==> config.mk <==
export PLATFORM = sky130hd
export DESIGN_NAME = stable_sorted_priority_queue_flat
export DESIGN_NICKNAME = d
export VERILOG_FILES = /design/src/sv/sspq_pkg.sv /design/src/sv/sspq_if.sv /design/src/sv/sspq_ctrl.sv /design/src/sv/stable_sorted_priority_queue.sv /design/src/flat_wrapper.sv
export SDC_FILE = /design/constraint.sdc
export NUM_CORES = 1
export LEC_CHECK = 0
export ABC_AREA = 1
export BUFFER_PORTS_ARGS = -buffer_cell sky130_fd_sc_hd__buf_2
export CAP_MARGIN = 10
export CORE_MARGIN = 2
export CORE_UTILIZATION = 55
export DETAILED_ROUTE_END_ITERATION = 8
export PLACE_DENSITY = 0.74
export SYNTH_ARGS = -nofsm -noshare
export SYNTH_HDL_FRONTEND = slang
export SYNTH_HIERARCHICAL = 1
export SYNTH_SLANG_ARGS = --single-unit
==> constraint.sdc <==
create_clock -name i_clk -period 4.35 [get_ports i_clk]
set_clock_uncertainty 0.15 [all_clocks]
set_input_delay 0.87 -clock i_clk [delete_from_list [all_inputs] [get_ports i_clk]]
set_output_delay 0.87 -clock i_clk [all_outputs]
set_load 0.02 [all_outputs]
==> src/sv/sspq_pkg.sv <==
// ----------------------------------------------------------------------------
// sspq_pkg
// shared types, constants and pointer helpers for the sorted priority queue
// ----------------------------------------------------------------------------
package sspq_pkg;

    localparam int CAPACITY  = 16;
    localparam int IDX_W     = $clog2(CAPACITY);
    localparam int CNT_W     = $clog2(CAPACITY + 1);
    localparam int PRIO_W    = 16;
    localparam int PAYLOAD_W = 16;
    localparam int STATUS_W  = 2;
    localparam int ENTRY_W   = PRIO_W + PAYLOAD_W;

    typedef logic [IDX_W-1:0] t_idx;
    typedef logic [IDX_W:0]   t_wide;
    typedef logic [CNT_W-1:0] t_cnt;

    localparam logic OP_INSERT = 1'b0;
    localparam logic OP_POP    = 1'b1;

    localparam logic [STATUS_W-1:0] ST_OK    = 2'd0;
    localparam logic [STATUS_W-1:0] ST_EMPTY = 2'd1;
    localparam logic [STATUS_W-1:0] ST_FULL  = 2'd2;

    typedef enum logic [2:0] {
        S_IDLE,
        S_RD,
        S_CMP,
        S_PUT,
        S_POP_RD,
        S_POP_DATA,
        S_RESP
    } t_state;

    typedef struct packed {
        logic                        operation;
        logic signed [PRIO_W-1:0]    priority_req;
        logic        [PAYLOAD_W-1:0] payload;
    } t_item;

    typedef struct packed {
        logic        [STATUS_W-1:0]  status;
        logic signed [PRIO_W-1:0]    served_prio;
        logic        [PAYLOAD_W-1:0] out_payload;
    } t_result;

    typedef struct packed {
        logic idle;
        logic done;
    } t_ctrl_status;

    // circular pointer step forwards
    function automatic t_idx wrap_inc(input t_idx p);
        return (p == t_idx'(CAPACITY - 1)) ? '0 : p + 1'b1;
    endfunction

    // circular pointer step backwards
    function automatic t_idx wrap_dec(input t_idx p);
        return (p == '0) ? t_idx'(CAPACITY - 1) : p - 1'b1;
    endfunction

endpackage

==> src/sv/sspq_if.sv <==
// ----------------------------------------------------------------------------
// sspq_if
// request and response channels of the sorted priority queue
// ----------------------------------------------------------------------------
interface sspq_in_if import sspq_pkg::*; ();
    logic                        valid;
    logic                        ready;
    logic                        operation;
    logic signed [PRIO_W-1:0]    priority_req;
    logic        [PAYLOAD_W-1:0] payload;

    modport source (output valid, operation, priority_req, payload, input ready);
    modport sink   (input valid, operation, priority_req, payload, output ready);
endinterface

interface sspq_out_if import sspq_pkg::*; ();
    logic                        valid;
    logic                        ready;
    logic        [STATUS_W-1:0]  status;
    logic signed [PRIO_W-1:0]    served_prio;
    logic        [PAYLOAD_W-1:0] out_payload;

    modport source (output valid, status, served_prio, out_payload, input ready);
    modport sink   (input valid, status, served_prio, out_payload, output ready);
endinterface

==> src/sv/sspq_ctrl.sv <==
// ----------------------------------------------------------------------------
// sspq_ctrl
// sequencer, circular entry store and single priority comparator
// ----------------------------------------------------------------------------
module sspq_ctrl import sspq_pkg::*; (
    input  logic         i_clk,
    input  logic         i_rst_n,
    input  logic         i_start,
    input  t_item        i_item,
    input  logic         i_out_free,
    output t_ctrl_status o_status,
    output t_result      o_result
);

    t_state r_state, n_state;
    t_idx   r_head,  n_head;
    t_cnt   r_count, n_count;
    t_idx   r_wptr,  n_wptr;
    t_idx   r_rptr,  n_rptr;
    t_cnt   r_rem,   n_rem;
    logic signed [PRIO_W-1:0]    r_prio,    n_prio;
    logic        [PAYLOAD_W-1:0] r_payload, n_payload;
    t_result r_res, n_res;

    logic [ENTRY_W-1:0] r_mem [CAPACITY];
    logic [ENTRY_W-1:0] r_rdata;

    logic               mem_we;
    t_idx               mem_waddr;
    logic [ENTRY_W-1:0] mem_wdata;
    logic               mem_re;
    t_idx               mem_raddr;

    t_wide tail_sum;
    t_idx  tail;
    logic  rd_greater;

    // slot just past the last stored entry
    assign tail_sum = t_wide'(r_head) + t_wide'(r_count);
    assign tail     = (tail_sum >= t_wide'(CAPACITY)) ?
                      t_idx'(tail_sum - t_wide'(CAPACITY)) : t_idx'(tail_sum);

    // the one comparator: stored entry against the new priority
    assign rd_greater = $signed(r_rdata[ENTRY_W-1 -: PRIO_W]) > r_prio;

    always_ff @(posedge i_clk) begin
        if (mem_we) begin
            r_mem[mem_waddr] <= mem_wdata;
        end
        if (mem_re) begin
            r_rdata <= r_mem[mem_raddr];
        end
    end

    always_ff @(posedge i_clk) begin
        if (!i_rst_n) begin
            r_state <= S_IDLE;
            r_head  <= '0;
            r_count <= '0;
        end else begin
            r_state <= n_state;
            r_head  <= n_head;
            r_count <= n_count;
        end
    end

    always_ff @(posedge i_clk) begin
        r_wptr    <= n_wptr;
        r_rptr    <= n_rptr;
        r_rem     <= n_rem;
        r_prio    <= n_prio;
        r_payload <= n_payload;
        r_res     <= n_res;
    end

    always_comb begin
        n_state   = r_state;
        n_head    = r_head;
        n_count   = r_count;
        n_wptr    = r_wptr;
        n_rptr    = r_rptr;
        n_rem     = r_rem;
        n_prio    = r_prio;
        n_payload = r_payload;
        n_res     = r_res;
        mem_we    = 1'b0;
        mem_waddr = r_wptr;
        mem_wdata = {r_prio, r_payload};
        mem_re    = 1'b0;
        mem_raddr = r_rptr;
        o_status  = '{idle: 1'b0, done: 1'b0};

        case (r_state)
            S_IDLE: begin
                o_status.idle = 1'b1;
                if (i_start) begin
                    n_res = '{status: ST_OK, served_prio: '0, out_payload: '0};
                    if (i_item.operation == OP_INSERT) begin
                        n_prio    = i_item.priority_req;
                        n_payload = i_item.payload;
                        if (r_count == t_cnt'(CAPACITY)) begin
                            n_res.status = ST_FULL;
                            n_state      = S_RESP;
                        end else if (r_count == '0) begin
                            mem_we    = 1'b1;
                            mem_waddr = tail;
                            mem_wdata = {i_item.priority_req, i_item.payload};
                            n_count   = r_count + 1'b1;
                            n_state   = S_RESP;
                        end else begin
                            n_wptr  = tail;
                            n_rptr  = wrap_dec(tail);
                            n_rem   = r_count;
                            n_state = S_RD;
                        end
                    end else begin
                        if (r_count == '0) begin
                            n_res.status = ST_EMPTY;
                            n_state      = S_RESP;
                        end else begin
                            n_state = S_POP_RD;
                        end
                    end
                end
            end
            S_RD: begin
                mem_re  = 1'b1;
                n_state = S_CMP;
            end
            S_CMP: begin
                if (rd_greater) begin
                    // move the larger entry one slot towards the tail
                    mem_we    = 1'b1;
                    mem_wdata = r_rdata;
                    n_wptr    = r_rptr;
                    n_rptr    = wrap_dec(r_rptr);
                    n_rem     = r_rem - 1'b1;
                    n_state   = (r_rem == t_cnt'(1)) ? S_PUT : S_RD;
                end else begin
                    mem_we  = 1'b1;
                    n_count = r_count + 1'b1;
                    n_state = S_RESP;
                end
            end
            S_PUT: begin
                mem_we  = 1'b1;
                n_count = r_count + 1'b1;
                n_state = S_RESP;
            end
            S_POP_RD: begin
                mem_re    = 1'b1;
                mem_raddr = r_head;
                n_state   = S_POP_DATA;
            end
            S_POP_DATA: begin
                n_res.status      = ST_OK;
                n_res.served_prio = $signed(r_rdata[ENTRY_W-1 -: PRIO_W]);
                n_res.out_payload = r_rdata[PAYLOAD_W-1:0];
                n_head            = wrap_inc(r_head);
                n_count           = r_count - 1'b1;
                n_state           = S_RESP;
            end
            S_RESP: begin
                o_status.done = 1'b1;
                if (i_out_free) begin
                    n_state = S_IDLE;
                end
            end
            default: begin
                n_state = S_IDLE;
            end
        endcase
    end

    assign o_result = r_res;

    a_count_range: assert property (@(posedge i_clk) disable iff (!i_rst_n)
        r_count <= t_cnt'(CAPACITY))
        else $error("entry count above capacity");

    a_pop_nonempty: assert property (@(posedge i_clk) disable iff (!i_rst_n)
        (r_state == S_POP_RD) |-> (r_count != '0))
        else $error("pop read on empty store");

    a_walk_bounded: assert property (@(posedge i_clk) disable iff (!i_rst_n)
        (r_state == S_RD || r_state == S_CMP) |-> (r_rem != '0 && r_rem <= r_count))
        else $error("insert walk beyond stored entries");

    a_full_status: assert property (@(posedge i_clk) disable iff (!i_rst_n)
        (r_state == S_RESP && r_res.status == ST_FULL) |-> (r_count == t_cnt'(CAPACITY)))
        else $error("full status with free slots");

    a_insert_grows: assert property (@(posedge i_clk) disable iff (!i_rst_n)
        (r_state == S_PUT) |=> (r_count == $past(r_count) + 1'b1))
        else $error("insert did not add an entry");

endmodule

==> src/sv/stable_sorted_priority_queue.sv <==
// insert: a read and a compare step per entry moved up; the new entry is written in the
//   compare step that ends the walk, in a put step if all moved up, or on accept if empty
// pop: a read step, then a data step; pop on empty or insert on full: straight to result
// next request word can be taken the cycle after the result word enters the output register
// the insert walk is paced by the single read port of the store and its one comparator
// synchronous active-low reset empties the queue; the entry store itself is not cleared
// ----------------------------------------------------------------------------
// stable_sorted_priority_queue
// bounded priority queue, ascending priority, fifo order among equal priorities
// ----------------------------------------------------------------------------
module stable_sorted_priority_queue import sspq_pkg::*; (
    input  logic       i_clk,
    input  logic       i_rst_n,
    sspq_in_if.sink    i_req,
    sspq_out_if.source o_rsp
);

    // entries live in a circular store: pop advances the head, an insert walks
    // back from the tail moving larger entries up one slot until its place is found

    t_ctrl_status ctrl_status;
    t_result      ctrl_result;
    t_item        req_item;
    logic         start;
    logic         out_free;

    logic    r_out_valid, n_out_valid;
    t_result r_out,       n_out;

    assign req_item = '{operation:    i_req.operation,
                        priority_req: i_req.priority_req,
                        payload:      i_req.payload};

    // take a request word whenever the sequencer is idle and out of reset
    assign i_req.ready = ctrl_status.idle && i_rst_n;
    assign start       = i_req.valid && i_req.ready;

    // output register can load when empty or being drained this cycle
    assign out_free = !r_out_valid || o_rsp.ready;

    sspq_ctrl u_ctrl (
        .i_clk      (i_clk),
        .i_rst_n    (i_rst_n),
        .i_start    (start),
        .i_item     (req_item),
        .i_out_free (out_free),
        .o_status   (ctrl_status),
        .o_result   (ctrl_result)
    );

    always_comb begin
        n_out_valid = r_out_valid;
        n_out       = r_out;
        if (o_rsp.ready) begin
            n_out_valid = 1'b0;
        end
        // finished result word moves across when the register is free
        if (ctrl_status.done && out_free) begin
            n_out_valid = 1'b1;
            n_out       = ctrl_result;
        end
    end

    always_ff @(posedge i_clk) begin
        if (!i_rst_n) begin
            r_out_valid <= 1'b0;
        end else begin
            r_out_valid <= n_out_valid;
        end
    end

    always_ff @(posedge i_clk) begin
        r_out <= n_out;
    end

    assign o_rsp.valid       = r_out_valid;
    assign o_rsp.status      = r_out.status;
    assign o_rsp.served_prio = r_out.served_prio;
    assign o_rsp.out_payload = r_out.out_payload;

endmodule

==> src/flat_wrapper.sv <==
// flat-port wrapper written by rule: the top's interface ports become plain ports
module stable_sorted_priority_queue_flat import sspq_pkg::*;
  (i_clk, i_rst_n, i_req_valid, i_req_operation, i_req_priority_req, i_req_payload, i_req_ready, o_rsp_valid, o_rsp_status, o_rsp_served_prio, o_rsp_out_payload, o_rsp_ready);
  sspq_in_if i_req_i ();
  sspq_out_if o_rsp_i ();
  input  logic i_clk;
  input  logic i_rst_n;
  input wire logic [$bits(i_req_i.valid)-1:0] i_req_valid;
  input wire logic [$bits(i_req_i.operation)-1:0] i_req_operation;
  input wire logic [$bits(i_req_i.priority_req)-1:0] i_req_priority_req;
  input wire logic [$bits(i_req_i.payload)-1:0] i_req_payload;
  output wire logic [$bits(i_req_i.ready)-1:0] i_req_ready;
  output wire logic [$bits(o_rsp_i.valid)-1:0] o_rsp_valid;
  output wire logic [$bits(o_rsp_i.status)-1:0] o_rsp_status;
  output wire logic [$bits(o_rsp_i.served_prio)-1:0] o_rsp_served_prio;
  output wire logic [$bits(o_rsp_i.out_payload)-1:0] o_rsp_out_payload;
  input wire logic [$bits(o_rsp_i.ready)-1:0] o_rsp_ready;
  assign i_req_i.valid = i_req_valid;
  assign i_req_i.operation = i_req_operation;
  assign i_req_i.priority_req = i_req_priority_req;
  assign i_req_i.payload = i_req_payload;
  assign i_req_ready = i_req_i.ready;
  assign o_rsp_valid = o_rsp_i.valid;
  assign o_rsp_status = o_rsp_i.status;
  assign o_rsp_served_prio = o_rsp_i.served_prio;
  assign o_rsp_out_payload = o_rsp_i.out_payload;
  assign o_rsp_i.ready = o_rsp_ready;
  stable_sorted_priority_queue u_core (.i_clk(i_clk), .i_rst_n(i_rst_n), .i_req(i_req_i), .o_rsp(o_rsp_i));
endmodule
==> flow_metrics.py <==
metrics = {
    "cts": {
        "holdBufCountCts": 0,
        "clk_pin_slew_ps": 60,
        "cts_setup_buffers": 0,
        "numCtsBuffers": 67,
        "cts.sinks": 670,
        "cts_resized": 0,
        "cts_root_buffer": "clkbuf_16",
        "clk_latency_ps": 600,
        "clockBufferDepth": 3,
        "cts_tree": "yes",
        "h-tree-depth": 3,
    },
    "routing": {
        "vias_per_cell": 6.19,
        "via_count": 18221,
        "drt_iter0_markers": 2726,
        "firstDrtPassIters": 5,
        "postRouteAntennaNets": 0,
        "drt-total-wl_um": 66600,
        "drc_errors": 0,
        "wl_per_cell_um": 22.6,
    },
    "synthesis": {
        "synth_area_leaders": "edfxtp_1, o21ai_0, nor2_1",
        "synthArstFlopShare_pct": 0,
        "yosysTopAreaCell": "edfxtp_1",
        "ys_ff_latch": 670,
        "yosysWarnings": 6,
        "synthCells": 2168,
        "seq_area_frac_synth_pct": 72.8,
        "synth.net_count": 2235,
        "post-synth-top-count-cell": "edfxtp_1",
        "netlist.area_leader.share_pct": 71.8,
        "synth_edf_count": 657,
        "synth_area_per_cell_um2": 12.7,
        "yosys.cell_types.count": 40,
        "synthTopCellsByCount": "edfxtp_1, nor2_1, o21ai_0, nand2_1, inv_1",
        "netlist_area_mm2": 0.0275,
        "synth_ff_type": "edfxtp_1",
    },
    "power_and_ir_drop": {
        "clkPwrFrac_pct": 24.3,
        "pwr-share-seq_pct": 40.4,
        "p_switching_mw": 8.82,
        "combPwrFrac_pct": 35.3,
        "ir_drop_uv": 771,
        "power_density_mw_per_mm2": 756,
        "p_leak_nw": 10.6,
        "p_int_mw": 14.6,
        "swShare_pct": 37.6,
    },
    "layout": {
        "drive_gt1_share_pct": 11.6,
        "syn_to_final_growth_pct": 13.0,
        "finalCoreUtilization_pct": 63.1,
        "layout.nets": 2295,
    },
    "grt": {
        "grt-ovfl-total": 0,
        "grt_pass1_wl_um": 102000,
        "grt_usage_pct": 26.0,
        "grt_pass1_vias": 17532,
        "antenna_found_initial": 2,
        "grt_max_degree": 257,
    },
    "sta": {
        "setup_violations": 0,
        "relSlewSlack_pct": 11.4,
        "tightest_slew_ps": 1330,
        "fin_crit_sh_pct": 87.1,
        "fmax_mhz": 264,
        "finalHoldViolCount": 0,
        "tns_ps": 0,
        "fin_crit_ps": 3790,
        "drv_slew": 0,
        "grt_setup_unrepaired": "no",
    },
    "setup_path": {
        "cp-start-kind": "flip-flop",
        "crit_fanout": 32,
        "reg2regPathDepth": 14,
        "critical_path_class": "reg -> reg",
        "cp.arrival_ps": 3830,
        "required_ps": 4390,
        "end_kind": "flip-flop",
    },
    "placed_design": {
        "io_buffers": 72,
        "gp_congestion": 0.881,
        "hpwl_um": 38700,
    },
    "floorplan": {
        "chipHeight_um": 227,
        "ioPinCount": 73,
        "start_util_pct": 55.9,
        "std_cell_rows": 81,
        "dieArea_mm2": 0.0518,
        "core-area_mm2": 0.0492,
        "die_w_um": 227,
    },
    "run_status": {
        "outcome": "complete, no violations",
    },
    "worst_hold_path": {
        "min_path_cells": 0,
        "hold_path.class": "reg -> reg",
    },
    "job": {
        "cap_violations": 0,
    },
}
per-layer routing:
layer | up-vias | track usage [%] | wire length (um)
met1 | 8838 | 36.6 | 26400
met5 | - | 0 | 0
met2 | 1155 | 41.0 | 31400
li1 | 8096 | - | -
met3 | 132 | 4.41 | 7030
met4 | 0 | 10.0 | 1780
path summary, 6_finish.rpt:
kind | startpoint | to | slack (ps)
setup / recovery | u_core/u_ctrl/r_state[2]$_SDFFE_PN0P_ | u_core/u_ctrl/r_mem[2][5]$_DFFE_PP_ | 560
hold / removal | u_core/u_ctrl/o_result[11]$_SDFFCE_PN0P_ | u_core/o_rsp.out_payload[11]$_DFFE_PP_ | 270
setup reg to reg | u_core/u_ctrl/r_state[2]$_SDFFE_PN0P_ | u_core/u_ctrl/r_mem[2][5]$_DFFE_PP_ | 560
hold reg to reg | u_core/u_ctrl/o_result[11]$_SDFFCE_PN0P_ | u_core/o_rsp.out_payload[11]$_DFFE_PP_ | 270
worst max-delay path: stages (launching register included):
cell and delay (ps):
dfxtp_1 440, nor2_4 180, inv_2 60, nor2_4 90
nand2_1 70, nor2_1 160, inv_1 150, nor2_1 210
nand3_1 140, nand2_1 80, o21ai_0 90, buf_4 180
inv_1 70, nand2_1 230, nor2_4 1050
power groups by stage:
stage / Clock, mW / Combinational (mW) / Sequential (mW)
6_report: 5.70 / 8.28 / 9.49
5_1_grt: 6.02 / 9.00 / 9.54
3_5_place_dp: 0 / 8.03 / 9.61
2_1_floorplan: 0 / 5.13 / 9.51
3_3_place_gp: 0 / 7.81 / 9.58
4_1_cts: 5.77 / 8.08 / 9.48
registers in the layout, indices dropped and copies added, names as in the netlist:
| name | cells |
|---|---|
| u_core/u_ctrl/r_prio | 16 |
| u_core/u_ctrl/r_payload | 16 |
| u_core/u_ctrl/r_rptr | 4 |
| u_core/o_rsp.status | 2 |
| u_core/u_ctrl/r_count | 5 |
| u_core/u_ctrl/r_wptr | 4 |
| u_core/u_ctrl/r_head | 4 |
| u_core/u_ctrl/o_result | 34 |
| u_core/u_ctrl/r_rdata | 32 |
| u_core/u_ctrl/r_rem | 5 |
| u_core/o_rsp.out_payload | 16 |
| u_core/u_ctrl/r_state | 3 |
| u_core/u_ctrl/r_mem | 512 |
| u_core/o_rsp.served_prio | 16 |
| u_core/o_rsp.valid | 1 |
layout make-up:
| class | count | area (um2) |
|---|---|---|
| clock inverters | 36 | 375 |
| inverters | 115 | 438 |
| repair buffers | 125 | 983 |
| clock buffers | 83 | 1780 |
| diodes | 2 | 5.00 |
| fillers | 3442 | 18100 |
| well taps | 664 | 831 |
| multi-input cells | 1249 | 6640 |
| flip-flops and latches | 670 | 20000 |
cells by family (layout without fill, tap and decap cells):
logic type,count (synthesis),in the layout,share of synthesized area [%]
muxes,1,1,0.0364
xor gates and xnor gates,13,13,0.414
AOI/OAI and AO/OA,572,572,12.3
adders and majority gates,30,30,1.42
buffers and inverters,249,359,3.83
other,0,2,0
DFF,670,670,72.8
and+or+nand+nor,633,633,9.23
cell usage in the layout (no fill, tap or decap), drive strengths merged, types with 52 or more instances in the layout:
cell and n:
inv 116, nand2 208, clkbuf 83, a21oi 52
nand3 74, buf 125, nor2 335, o21ai 345
edfxtp 657, o221ai 88
stage by stage:
| stage | hold WS, ps | instances | setup WS [ps] | instance area [um2] | power [mW] |
|---|---|---|---|---|---|
| after floorplan | 250 | 2168 | -265 | 27500 | 14.6 |
| after global placement | 252 | 2821 | 417 | 28800 | 17.4 |
| after detailed placement | 255 | 2821 | 354 | 28800 | 17.6 |
| after CTS | 268 | 2940 | 520 | 31000 | 23.3 |
| after global routing | 270 | 2943 | 351 | 31000 | 24.6 |
| final | 267 | 2944 | 560 | 31000 | 23.5 |
Power figures use the tool's default switching activity.
